$ cat config.mk
export PLATFORM = sky130hd
export DESIGN_NAME = sgec_magnitude
export DESIGN_NICKNAME = d
export VERILOG_FILES = /design/src/design/sgec_pkg.sv /design/src/design/sgec_magnitude.sv
export SDC_FILE = /design/constraint.sdc
export NUM_CORES = 1
export LEC_CHECK = 0
export ABC_AREA = 1
export BUFFER_PORTS_ARGS = -buffer_cell sky130_fd_sc_hd__buf_2
export CAP_MARGIN = 10
export CORE_MARGIN = 2
export CORE_UTILIZATION = 35
export DETAILED_ROUTE_END_ITERATION = 8
export GPL_TIMING_DRIVEN = 0
export PLACE_DENSITY = 0.55
export SKIP_LAST_GASP = 1
export SLEW_MARGIN = 20
export SYNTH_ARGS = -nofsm -noshare
export SYNTH_HDL_FRONTEND = slang
export SYNTH_SLANG_ARGS = --single-unit
$ cat constraint.sdc
create_clock -name vclk -period 4.85
set_clock_uncertainty 0.05 [all_clocks]
set_input_delay 0 -clock vclk [all_inputs]
set_output_delay 0 -clock vclk [all_outputs]
set_load 0.05 [all_outputs]
$ cat src/design/sgec_pkg.sv
// ----------------------------------------------------------------------------
// sgec_pkg
// Shared types and constants of the Sobel gradient edge classifier.
// ----------------------------------------------------------------------------
package sgec_pkg;

  localparam int PIXEL_W  = 8;
  localparam int GRAD_W   = 11;
  localparam int MAG_W    = 21;
  localparam int ROW_W    = 12;
  localparam int COL_W    = 11;
  localparam int IMG_WD_W = 12;
  localparam int IMG_HT_W = 13;
  localparam int CFG_IDX_W  = 3;
  localparam int CFG_DATA_W = 21;

  localparam logic [IMG_WD_W-1:0] RST_IMAGE_WIDTH  = 12'd640;
  localparam logic [IMG_HT_W-1:0] RST_IMAGE_HEIGHT = 13'd480;
  localparam logic                RST_THRESH_MODE  = 1'b1;
  localparam logic [MAG_W-1:0]    RST_SINGLE_THR   = 21'd12000;
  localparam logic [MAG_W-1:0]    RST_LOW_THR      = 21'd5000;
  localparam logic [MAG_W-1:0]    RST_HIGH_THR     = 21'd35000;

  typedef enum logic [CFG_IDX_W-1:0] {
    CFG_IMAGE_WIDTH  = 3'd0,
    CFG_IMAGE_HEIGHT = 3'd1,
    CFG_THRESH_MODE  = 3'd2,
    CFG_SINGLE_THR   = 3'd3,
    CFG_LOW_THR      = 3'd4,
    CFG_HIGH_THR     = 3'd5
  } cfg_idx_e;

  typedef enum logic [1:0] {
    CLS_NONE   = 2'd0,
    CLS_WEAK   = 2'd1,
    CLS_STRONG = 2'd2
  } edge_class_e;

  localparam logic MODE_SINGLE = 1'b0;

  typedef struct packed {
    logic             ctr_valid;
    logic             ring;
    logic [ROW_W-1:0] row;
    logic [COL_W-1:0] col;
  } meta_t;

  typedef struct packed {
    logic             mode;
    logic [MAG_W-1:0] single_thr;
    logic [MAG_W-1:0] low_thr;
    logic [MAG_W-1:0] high_thr;
  } thresh_t;

endpackage

$ cat src/design/sgec_magnitude.sv
// ----------------------------------------------------------------------------
// sgec_magnitude
// Squared gradient magnitude, gx*gx + gy*gy.
// ----------------------------------------------------------------------------
module sgec_magnitude
  import sgec_pkg::*;
(
  input  logic signed [GRAD_W-1:0] gx_i,
  input  logic signed [GRAD_W-1:0] gy_i,
  output logic [MAG_W-1:0]         mag_o
);

  logic signed [2*GRAD_W-1:0] sq_x;
  logic signed [2*GRAD_W-1:0] sq_y;

  always_comb begin
    sq_x  = gx_i * gx_i;
    sq_y  = gy_i * gy_i;
    mag_o = sq_x[MAG_W-1:0] + sq_y[MAG_W-1:0];
  end

endmodule

==> results_dict.tcl <==
set metrics [dict create \
    wl_per_cell_um 13.8 \
    slew_headroom_pct 78.6 \
    crit_required_ps 4800 \
    syn_to_final_growth_pct 30.0 \
    n_antenna_cell 0 \
    grt_util_met3_pct 0.232 \
    die-area_um2 25700 \
    postRouteAntennaNets 0 \
    start_util_pct 35.4 \
    pin_count 43 \
    cp_max_fo 10 \
    avgSynthCellArea_um2 8.30 \
    fin_nets 1476 \
    grt-ovfl-total 0 \
    grt_pass1_wl_mm 34.5 \
    violations "negative setup slack" \
    dp_hpwl_mm 17.6 \
    use_met1_pct 20.8 \
    met2_usage_pct 32.9 \
    drive_gt1_share_pct 26.1 \
    startpoint_type "primary input" \
    setup_viol 14 \
    vias 6411 \
    min_period_over_period_pct 117 \
    hold_ws_ps 463 \
    synthDistinctLibCells 32 \
    status "finished, violations left" \
    synth_area_um2 8560 \
    utilization_pct 46.0 \
    worstMarginPinSlew_ps 320 \
    die_w_um 160 \
    drt_iter0_drc 166 \
    crit_path_top_delay_cell "fa_1" \
    core-area_um2 24200 \
    fmax_mhz 177 \
    worst_ep_arrival_time_ps 5610 \
    syn-num-nets 1361 \
    hold_path.class "primary input to primary output" \
    crit_end "mag_o[20]" \
    slowest_delay_ps 610 \
    seqCellArea_um2 0 \
    rows 57 \
    crit_path_start "gy_i[7]" \
    critPathCaptureType "primary output" \
    grt-busiest-layer "met2" \
    port-buffer-count 43 \
    syn_inst 1031 \
    hold_viol 0 \
    nFlopsAndLatches 0 \
    yosysSeqAreaShare_pct 0 \
    path_common_cell "fa_1" \
    drv_slew 0 \
    synth_warnings 0 \
    drc 0 \
    grt_antenna_before_repair 0 \
    grt_pass1_vias 7292 \
    worstSetupPathType "primary input to primary output" \
    cts_hold_buf 0 \
    drv_cap 0 \
    clock_buffers 0 \
    rsz0062_at_grt "true" \
    fin_crit_ps 5660 \
    grt_usage_pct 16.6 \
    dpl_worst_slack_ps -1490 \
    wirelength_mm 20.2 \
    drt-vias-per-instance 4.37 \
    worst_slack_ps -806 \
    firstDrtPassIters 4 \
    gp_congestion 0.846 \
    grt_max_degree 14 \
    fp.dieH_um 160 \
]
-- final cells by class --
| class | count | area [um^2] |
|---|---|---|
| Multi-Input combinational cell | 626 | 7850 |
| Timing Repair Buffer | 115 | 1070 |
| Tap cell | 324 | 405 |
| Fill cell | 2344 | 13100 |
| Inverter | 383 | 1470 |
| Buffer | 20 | 327 |
-- cells by family after synthesis --
kind of cell	Yosys count	synth area share, %
compound gates	31	2.53
xor+xnor	25	2.65
simple gates	262	12.5
fa+ha+maj	308	64.6
buf+inv	405	17.8
-- synthesized netlist by cell type, types with 4 or more instances --
| cell type | instances | area share [%] |
|---|---|---|
| inv_1 | 381 | 17 |
| fa_1 | 223 | 52 |
| nand2_1 | 195 | 8.6 |
| ha_1 | 85 | 12 |
| nor2_1 | 34 | 1.5 |
| clkbuf_1 | 22 | 0.96 |
| xor2_1 | 19 | 1.9 |
| nand3_1 | 17 | 0.99 |
| a21oi_1 | 13 | 0.76 |
| or2_2 | 5 | 0.37 |
| xnor2_1 | 5 | 0.51 |
| a21o_1 | 4 | 0.35 |
-- critical path, delay by kind of cell --
kind	cells	cell delay [ps]
AOI/OAI and AO/OA	2	200
and+or+nand+nor	5	400
adders and majority gates	8	3980
buffers and inverters	11	1000
-- placed cells by master (no fill, tap or decap), types with 6 or more instances in the layout --
master / synthesis / routed
xor2_1: 19 / 9
buf_6: 0 / 28
buf_4: 0 / 55
a21oi_4: 0 / 8
nand2_1: 195 / 155
fa_2: 0 / 16
clkbuf_8: 0 / 8
buf_12: 0 / 8
ha_4: 0 / 14
inv_1: 381 / 343
clkbuf_16: 0 / 6
inv_2: 1 / 29
buf_2: 0 / 18
xor2_4: 0 / 6
nor2_1: 34 / 29
nand2_4: 0 / 18
fa_1: 223 / 207
nand2_2: 2 / 22
nand3_1: 17 / 12
buf_8: 0 / 9
ha_1: 85 / 70
-- how the worst min path moves through the flow --
stage | from | cells past startpoint | slack [ps] | to
finish | gx_i[0] | 3 | 460 | mag_o[0]
global route | gx_i[0] | 3 | 490 | mag_o[1]
CTS | gx_i[0] | 3 | 470 | mag_o[0]
detailed placement | gx_i[0] | 3 | 470 | mag_o[0]
global placement | gx_i[0] | 3 | 460 | mag_o[0]
floorplan | gy_i[0] | 1 | 290 | mag_o[1]
-- what timing repair did --
| item | in CTS | in global routing |
|---|---|---|
| endpoints found under the setup margin | 14 | 14 |
| pin swaps | 72 | 63 |
| buffers inserted | 49 | 21 |
| resized for setup | 140 | 72 |
| gates cloned | 2 | 1 |
-- metal layers --
metal / wire [um] / vias to the layer above
met5: 0 / -
met4: 399 / 0
met3: 576 / 16
met2: 11100 / 85
met1: 8130 / 3246
li1: - / 3064
-- stage by stage --
stage          area, um^2  cells  setup TNS [ps]
5_1_grt             11100   1468          -10430
6_report            11100   1468           -7760
3_3_place_gp         9770   1398          -11240
2_1_floorplan        9150   1031           -2690
3_5_place_dp         9770   1398          -11410
4_1_cts             10700   1447           -7610
Power is left out: the tool's default activity adds up to more than one toggle a clock period on the data nets, which glitch-free logic cannot reach.
