`src/design/sgec_pkg.sv`:
```
// ----------------------------------------------------------------------------
// sgec_pkg
// Shared types and constants of the Sobel gradient edge classifier.
// ----------------------------------------------------------------------------
package sgec_pkg;

  localparam int PIXEL_W  = 8;
  localparam int GRAD_W   = 11;
  localparam int MAG_W    = 21;
  localparam int ROW_W    = 12;
  localparam int COL_W    = 11;
  localparam int IMG_WD_W = 12;
  localparam int IMG_HT_W = 13;
  localparam int CFG_IDX_W  = 3;
  localparam int CFG_DATA_W = 21;

  localparam logic [IMG_WD_W-1:0] RST_IMAGE_WIDTH  = 12'd640;
  localparam logic [IMG_HT_W-1:0] RST_IMAGE_HEIGHT = 13'd480;
  localparam logic                RST_THRESH_MODE  = 1'b1;
  localparam logic [MAG_W-1:0]    RST_SINGLE_THR   = 21'd12000;
  localparam logic [MAG_W-1:0]    RST_LOW_THR      = 21'd5000;
  localparam logic [MAG_W-1:0]    RST_HIGH_THR     = 21'd35000;

  typedef enum logic [CFG_IDX_W-1:0] {
    CFG_IMAGE_WIDTH  = 3'd0,
    CFG_IMAGE_HEIGHT = 3'd1,
    CFG_THRESH_MODE  = 3'd2,
    CFG_SINGLE_THR   = 3'd3,
    CFG_LOW_THR      = 3'd4,
    CFG_HIGH_THR     = 3'd5
  } cfg_idx_e;

  typedef enum logic [1:0] {
    CLS_NONE   = 2'd0,
    CLS_WEAK   = 2'd1,
    CLS_STRONG = 2'd2
  } edge_class_e;

  localparam logic MODE_SINGLE = 1'b0;

  typedef struct packed {
    logic             ctr_valid;
    logic             ring;
    logic [ROW_W-1:0] row;
    logic [COL_W-1:0] col;
  } meta_t;

  typedef struct packed {
    logic             mode;
    logic [MAG_W-1:0] single_thr;
    logic [MAG_W-1:0] low_thr;
    logic [MAG_W-1:0] high_thr;
  } thresh_t;

endpackage

```
`src/design/sgec_window.sv`:
```
// ----------------------------------------------------------------------------
// sgec_window
// Two stored window columns plus the incoming column; Sobel x and y kernels.
// ----------------------------------------------------------------------------
module sgec_window
  import sgec_pkg::*;
(
  input  logic                     clk_i,
  input  logic                     rst_ni,
  input  logic                     shift_i,
  input  logic [PIXEL_W-1:0]       top_i,
  input  logic [PIXEL_W-1:0]       mid_i,
  input  logic [PIXEL_W-1:0]       bot_i,
  output logic signed [GRAD_W-1:0] gx_o,
  output logic signed [GRAD_W-1:0] gy_o
);

  logic [PIXEL_W-1:0] win_q [6];
  logic [PIXEL_W+1:0] left_sum;
  logic [PIXEL_W+1:0] right_sum;
  logic [PIXEL_W+1:0] upper_sum;
  logic [PIXEL_W+1:0] lower_sum;

  always_ff @(posedge clk_i or negedge rst_ni) begin
    if (!rst_ni) begin
      for (int i = 0; i < 6; i++) begin
        win_q[i] <= '0;
      end
    end else if (shift_i) begin
      win_q[0] <= win_q[3];
      win_q[1] <= win_q[4];
      win_q[2] <= win_q[5];
      win_q[3] <= top_i;
      win_q[4] <= mid_i;
      win_q[5] <= bot_i;
    end
  end

  always_comb begin
    left_sum  = {2'b00, win_q[0]} + {1'b0, win_q[1], 1'b0} + {2'b00, win_q[2]};
    right_sum = {2'b00, top_i} + {1'b0, mid_i, 1'b0} + {2'b00, bot_i};
    upper_sum = {2'b00, win_q[0]} + {1'b0, win_q[3], 1'b0} + {2'b00, top_i};
    lower_sum = {2'b00, win_q[2]} + {1'b0, win_q[5], 1'b0} + {2'b00, bot_i};
    gx_o = $signed({1'b0, left_sum}) - $signed({1'b0, right_sum});
    gy_o = $signed({1'b0, upper_sum}) - $signed({1'b0, lower_sum});
  end

endmodule

```
`config.mk`:
```
export PLATFORM = sky130hd
export DESIGN_NAME = sgec_window
export DESIGN_NICKNAME = d
export VERILOG_FILES = /design/src/design/sgec_pkg.sv /design/src/design/sgec_window.sv
export SDC_FILE = /design/constraint.sdc
export NUM_CORES = 1
export LEC_CHECK = 0
export BUFFER_PORTS_ARGS = -buffer_cell sky130_fd_sc_hd__buf_4
export CORE_MARGIN = 3
export CORE_UTILIZATION = 60
export DETAILED_ROUTE_END_ITERATION = 7
export PLACE_DENSITY = 0.82
export SYNTH_ARGS = -nofsm -noshare
export SYNTH_HDL_FRONTEND = slang
export SYNTH_SLANG_ARGS = --single-unit
```
`constraint.sdc`:
```
create_clock -name clk_i -period 10.15 [get_ports clk_i]
set_input_delay 2.03 -clock clk_i [delete_from_list [all_inputs] [get_ports clk_i]]
set_output_delay 2.03 -clock clk_i [all_outputs]
set_load 0.02 [all_outputs]
```
==> out/results.ini, run 1 <==
[layout]
final_cell_mix=130 x inv_1, 62 x fa_1, 48 x buf_4, 48 x dfrtp_1, 29 x nand2_1
largest_reg_flops=48
fillCellCount=474
fin_nets=557
syn2layout_area_growth_pct=12.7
final_util_pct=71.3
regMostFlops=win_q
reg_top3=win_q (48)
final-instance-count-excl-fill=522
n_antenna_cell=0
layout_commonest_cell=inv_1
layout-drive-gt1-share_pct=19.6

[run]
cap_violations=0

[die]
io_pins=49
die_w_um=88.7
die_area_mm2=0.00787
initial_core_util_pct=63.2
core_area_mm2=0.00649
die_h_um=88.7
std_cell_rows=29

[sta]
tightest_slew_ps=698
skew_ps=4.67
fmax_ghz=0.139
setup-violations-final=0
rsz0062_at_grt=false
finalHoldViolations=0
fin_setup_tns_ps=0
fin_crit_ps=7220
final-max-slew-violation-count=0
max-slew-margin-rel_pct=53.5
fin_crit_sh_pct=71.1

[synthesis]
syn_area_mm2=0.00411
synth.yosys.seq_area_share_pct=29.2
yosysWarnings=0
syn-num-nets=510
yosysUniqueCellTypes=24
syn-instance-count=397
avgSynthCellArea_um2=10.3
synth_seq_cells=48

[route]
via_per_inst=5.01
drt-total-wl_um=6830
drtIter0Drc=104
ant_nets=0
vias=2616
drc=0
firstDrtPassIters=5
wl_per_cell_um=13.1

[grt]
antenna_found_initial=0
grt_util_all_layers_pct=19.6
grt_pass1_vias=2783
grt_pass1_wl_um=11800
grt_max_degree=74
grt.overflow.total=0

[clock_network]
numCtsBuffers=5
cts-root-buf=clkbuf_8
postCtsResizedCells=0
clock_path_buffers=2
clk_pin_slew_ps=90
htreeDepth=2
postCtsHoldBufs=0
cts_sinks=48
clk_latency_ps=300
post_cts_buffers=0
cts_tree=yes

[placement]
gp_congestion=0.745
hpwlAfterDp_um=5590
dpl.cell_count=514
port_buffers=48

[worst_setup_path]
setup.worst_path.start=bot_i[2]
cp.arrival_ps=5190
critPathCaptureType=output port
path_class=in -> out
worstSetupStartpointType=input pin
cp_max_fo=2
cp.required_ps=8120
rr_startpoint=win_q[42]

[worst_hold_path]
hold_path_class=reg -> reg
min_from=win_q[22]

[status]
outcome=finished clean

==> logic make-up after synthesis <==
family                     count (synthesis)  synth area share [%]
muxes                                     23                  6.31
DFF                                       48                  29.2
AOI/OAI and AO/OA                         53                  7.80
and+or+nand+nor                           35                  3.44
xor gates and xnor gates                  14                  2.99
buffers and inverters                    138                  12.7
adders and majority gates                 86                  37.5
==> final cells by class <==
cell class	count	area, µm²	share of cell area, %
Multi-Input combinational cell	211	2380	51.5
Clock inverter	2	15.0	0.324
Timing Repair Buffer	48	360	7.79
Sequential cell	48	1200	26.0
Tap cell	77	96.3	2.08
Inverter	130	488	10.5
Clock buffer	6	82.6	1.78
==> through the flow <==
step,hold slack (ps),area (µm²),setup slack [ps]
global placement,459,4530,2950
floorplan,449,4110,3080
finish,488,4630,2930
detailed placement,469,4530,2940
CTS,492,4630,2930
global route,512,4630,2760
==> cells in the mapped netlist (all sizes together) <==
cell type	number	area share, %
xnor2	12	2.6
o21ai	29	3.7
o211ai	2	0.37
xor2	2	0.43
nand2	29	2.6
ha	24	7.3
fa	62	30
mux2	23	6.3
a21oi	12	1.8
or3	2	0.30
a21o	4	0.73
clkbuf	3	0.27
nand3	2	0.24
o221ai	2	0.43
nor3	2	0.24
o21a	2	0.43
a31oi	2	0.30
buf	5	0.55
inv	130	12
dfrtp	48	29
==> path summary, 6_finish.rpt <==
kind,end,slack [ps],cells after the start
worst max-delay path,gy_o[10],2930,14
worst min-delay path,win_q[46],490,2
worst max register to register,win_q[42],9340,1
worst min register to register,win_q[46],490,2
max in group asynchronous,win_q[43],8000,1
min in group asynchronous,win_q[32],1720,1
==> critical path: stages <==
cell and delay, ps:
buf_4 90, inv_1 70, fa_1 510, fa_1 540, inv_1 50, fa_1 580, inv_1 50, ha_1 280
a21o_1 190, a21oi_2 180, o21a_2 190, o21ai_2 70, a31oi_1 180, buf_4 160
==> layer usage <==
metal  global-route usage (%)  part of all wire, %
met5                        0                    0
met4                     4.40                  1.4
met3                     3.35                  3.3
met2                     37.3                   57
met1                     22.8                   38
Power of run 1 is not shown: default switching activity piles up to over one toggle a cycle in this logic, so the estimate is an artifact.
==> run 2: changes to the inputs <==
ABC_AREA = 1   (was default)
PLACE_DENSITY = 0.81   (was 0.82)
clock period = 6.8 ns   (was 10.15 ns; I/O delays follow)
==> out/results.ini, run 2 <==
[clock_network]
clock_path_buffers=2  ; unchanged
post_cts_buffers=0  ; unchanged
postCtsResizedCells=0  ; unchanged
clk_pin_slew_ps=80  ; about the same
cts-root-buf=clkbuf_8
cts_tree=yes
clk_latency_ps=300  ; about the same
htreeDepth=2  ; unchanged
postCtsHoldBufs=0  ; unchanged
numCtsBuffers=5  ; unchanged
cts_sinks=48  ; unchanged

[synthesis]
synth_ff_type=dfrtp_1
yosysTopAreaCellShare_pct=28.5  ; -1.7 points
synth.yosys.seq_area_share_pct=27.6  ; -1.6 points
synth_seq_cells=48  ; unchanged
syn-instance-count=500  ; +26%
synth_area_leaders=fa_1 29%, dfrtp_1 28%, inv_1 13%, nand2_1 8.2%, ha_1 6.9%
synth_commonest_cells=155 x inv_1, 95 x nand2_1, 62 x fa_1, 48 x dfrtp_1, 25 x nor2_1
syn-num-nets=613  ; +20%
yosys.area.top_type=fa_1
async_flop_share_pct=100  ; unchanged
yosysUniqueCellTypes=21  ; -13%
avgSynthCellArea_um2=8.70  ; -16%
synth_most_common_cell=inv_1
syn_area_mm2=0.00435  ; +5.9%
yosysWarnings=0  ; unchanged
synth_edf_count=0  ; unchanged

[layout]
layout_commonest_cell=inv_1
fillCellCount=569  ; +20%
fin_nets=659  ; +18%
syn2layout_area_growth_pct=11.2
regMostFlops=win_q
multiInputGateArea_mm2=0.00250  ; +4.7%
final_cell_mix=155 x inv_1, 95 x nand2_1, 62 x fa_1
reg_top3=win_q (48)
largest_reg_flops=48  ; unchanged
layout-drive-gt1-share_pct=11.7  ; -7.8 points
n_antenna_cell=0  ; unchanged
regArea_mm2=0.00120  ; unchanged

[sta]
final-max-slew-violation-count=0  ; unchanged
skew_ps=3.64  ; -1.03 ps
max-slew-margin-rel_pct=48.8  ; -4.7 points
fin_crit_ps=5650
rsz0062_at_grt=false
tightest_slew_ps=768  ; +70.3 ps
finalHoldViolations=0  ; unchanged
fmax_ghz=0.177
fin_crit_sh_pct=83.1
setup-violations-final=0  ; unchanged
fin_setup_tns_ps=0  ; unchanged

[worst_hold_path]
hold_path_class=reg -> reg
hold_path_end=win_q[39]
min_from=win_q[15]
hold_depth=2  ; unchanged

[route]
drc=0  ; unchanged
drtIter0Drc=155  ; +49%
drt-total-wl_um=7410  ; +8.5%
firstDrtPassIters=5  ; unchanged
vias=3042  ; +16%
ant_nets=0  ; unchanged
via_per_inst=4.74  ; -5.5%
wl_per_cell_um=11.5  ; -12%

[worst_setup_path]
rr_endpoint=win_q[25]
r2r_slack_ps=5980  ; -3360 ps
cp.required_ps=5440  ; -2680 ps
reg2reg_depth=2  ; +1
path_class=in -> out
worstSetupStartpointType=input pin
critPathCaptureType=output port
cp.arrival_ps=4290  ; -900 ps
cp_max_fo=3  ; +1
rr_startpoint=win_q[25]

[status]
outcome=finished clean

[die]
io_pins=49  ; unchanged
std_cell_rows=30  ; +3.4%
die_w_um=91.1  ; +2.7%
die_h_um=91.1  ; +2.7%
core_area_mm2=0.00691  ; +6.3%
die_area_mm2=0.00831  ; +5.5%
initial_core_util_pct=63.0  ; -0.27 points

[grt]
grt.overflow.total=0  ; unchanged
grt_pass1_vias=3155  ; +13%
grt_max_degree=87  ; +18%
antenna_found_initial=0  ; unchanged
grt_util_all_layers_pct=19.5  ; -0.044 points
grt_pass1_wl_um=13300  ; +12%

[placement]
gp_congestion=0.856  ; +15%
port_buffers=48  ; unchanged
hpwlAfterDp_um=6130  ; +9.6%

[run]
cap_violations=0  ; unchanged

run 2: how the worst max path moves through the flow:
| stage | startpoint | to | slack (ps) | cells after the start |
|---|---|---|---|---|
| 6_report | bot_i[2] | gx_o[7] | 1150 | 15 |
| 5_1_grt | bot_i[2] | gx_o[9] | 990 | 15 |
| 4_1_cts | bot_i[2] | gx_o[7] | 1130 | 15 |
| 3_5_place_dp | bot_i[2] | gx_o[7] | 1130 | 15 |
| 3_3_place_gp | bot_i[2] | gx_o[9] | 1170 | 15 |
| 2_1_floorplan | bot_i[2] | gy_o[5] | 1350 | 11 |
run 2: critical path: stages:
cell and delay, ps:
buf_4 120, inv_1 110, fa_1 460, fa_1 550, inv_1 60, fa_1 530
fa_1 470, inv_1 70, nand2_1 40, nand2_1 110, nand3b_1 110, nand2_1 70
nand2_1 50, nand2_1 50, buf_4 130
run 2: cells by family (layout without fill, tap and decap cells):
family | Yosys count | in the layout | share of synthesized area, %
mux | 10 | 10 | 2.59
compound gates | 46 | 46 | 5.35
fa+ha+maj | 86 | 86 | 35.4
xor+xnor | 6 | 6 | 1.21
buf+inv | 164 | 210 | 15.0
flops | 48 | 48 | 27.6
simple gates | 140 | 140 | 12.8
run 2: metrics by stage:
stage	utilization [%]	hold WS, ps	std cells	worst slack (ps)	area [µm²]
final	70.1	489	642	1150	4840
after global routing	70.1	526	642	990	4840
after CTS	70.1	493	642	1130	4840
after detailed placement	68.9	473	635	1130	4760
after global placement	68.9	458	635	1170	4760
after floorplan	-	448	500	1350	4350
run 2: cell type report:
type	instances	share of cell area, %
clock buffer	6	1.50
tap	96	2.48
inverter	155	12.0
timing repair buffer	48	7.45
multi-input combinational	288	51.6
sequential	48	24.8
clock inverter	1	0.103
run 2: per-layer routing:
| layer | wire length, µm | GRT usage (%) |
|---|---|---|
| met4 | 30 | 3.27 |
| met3 | 255 | 2.90 |
| met5 | 0 | 0 |
| met2 | 4110 | 36.8 |
| met1 | 3010 | 23.9 |
Power of run 2 is left out for the same reason.
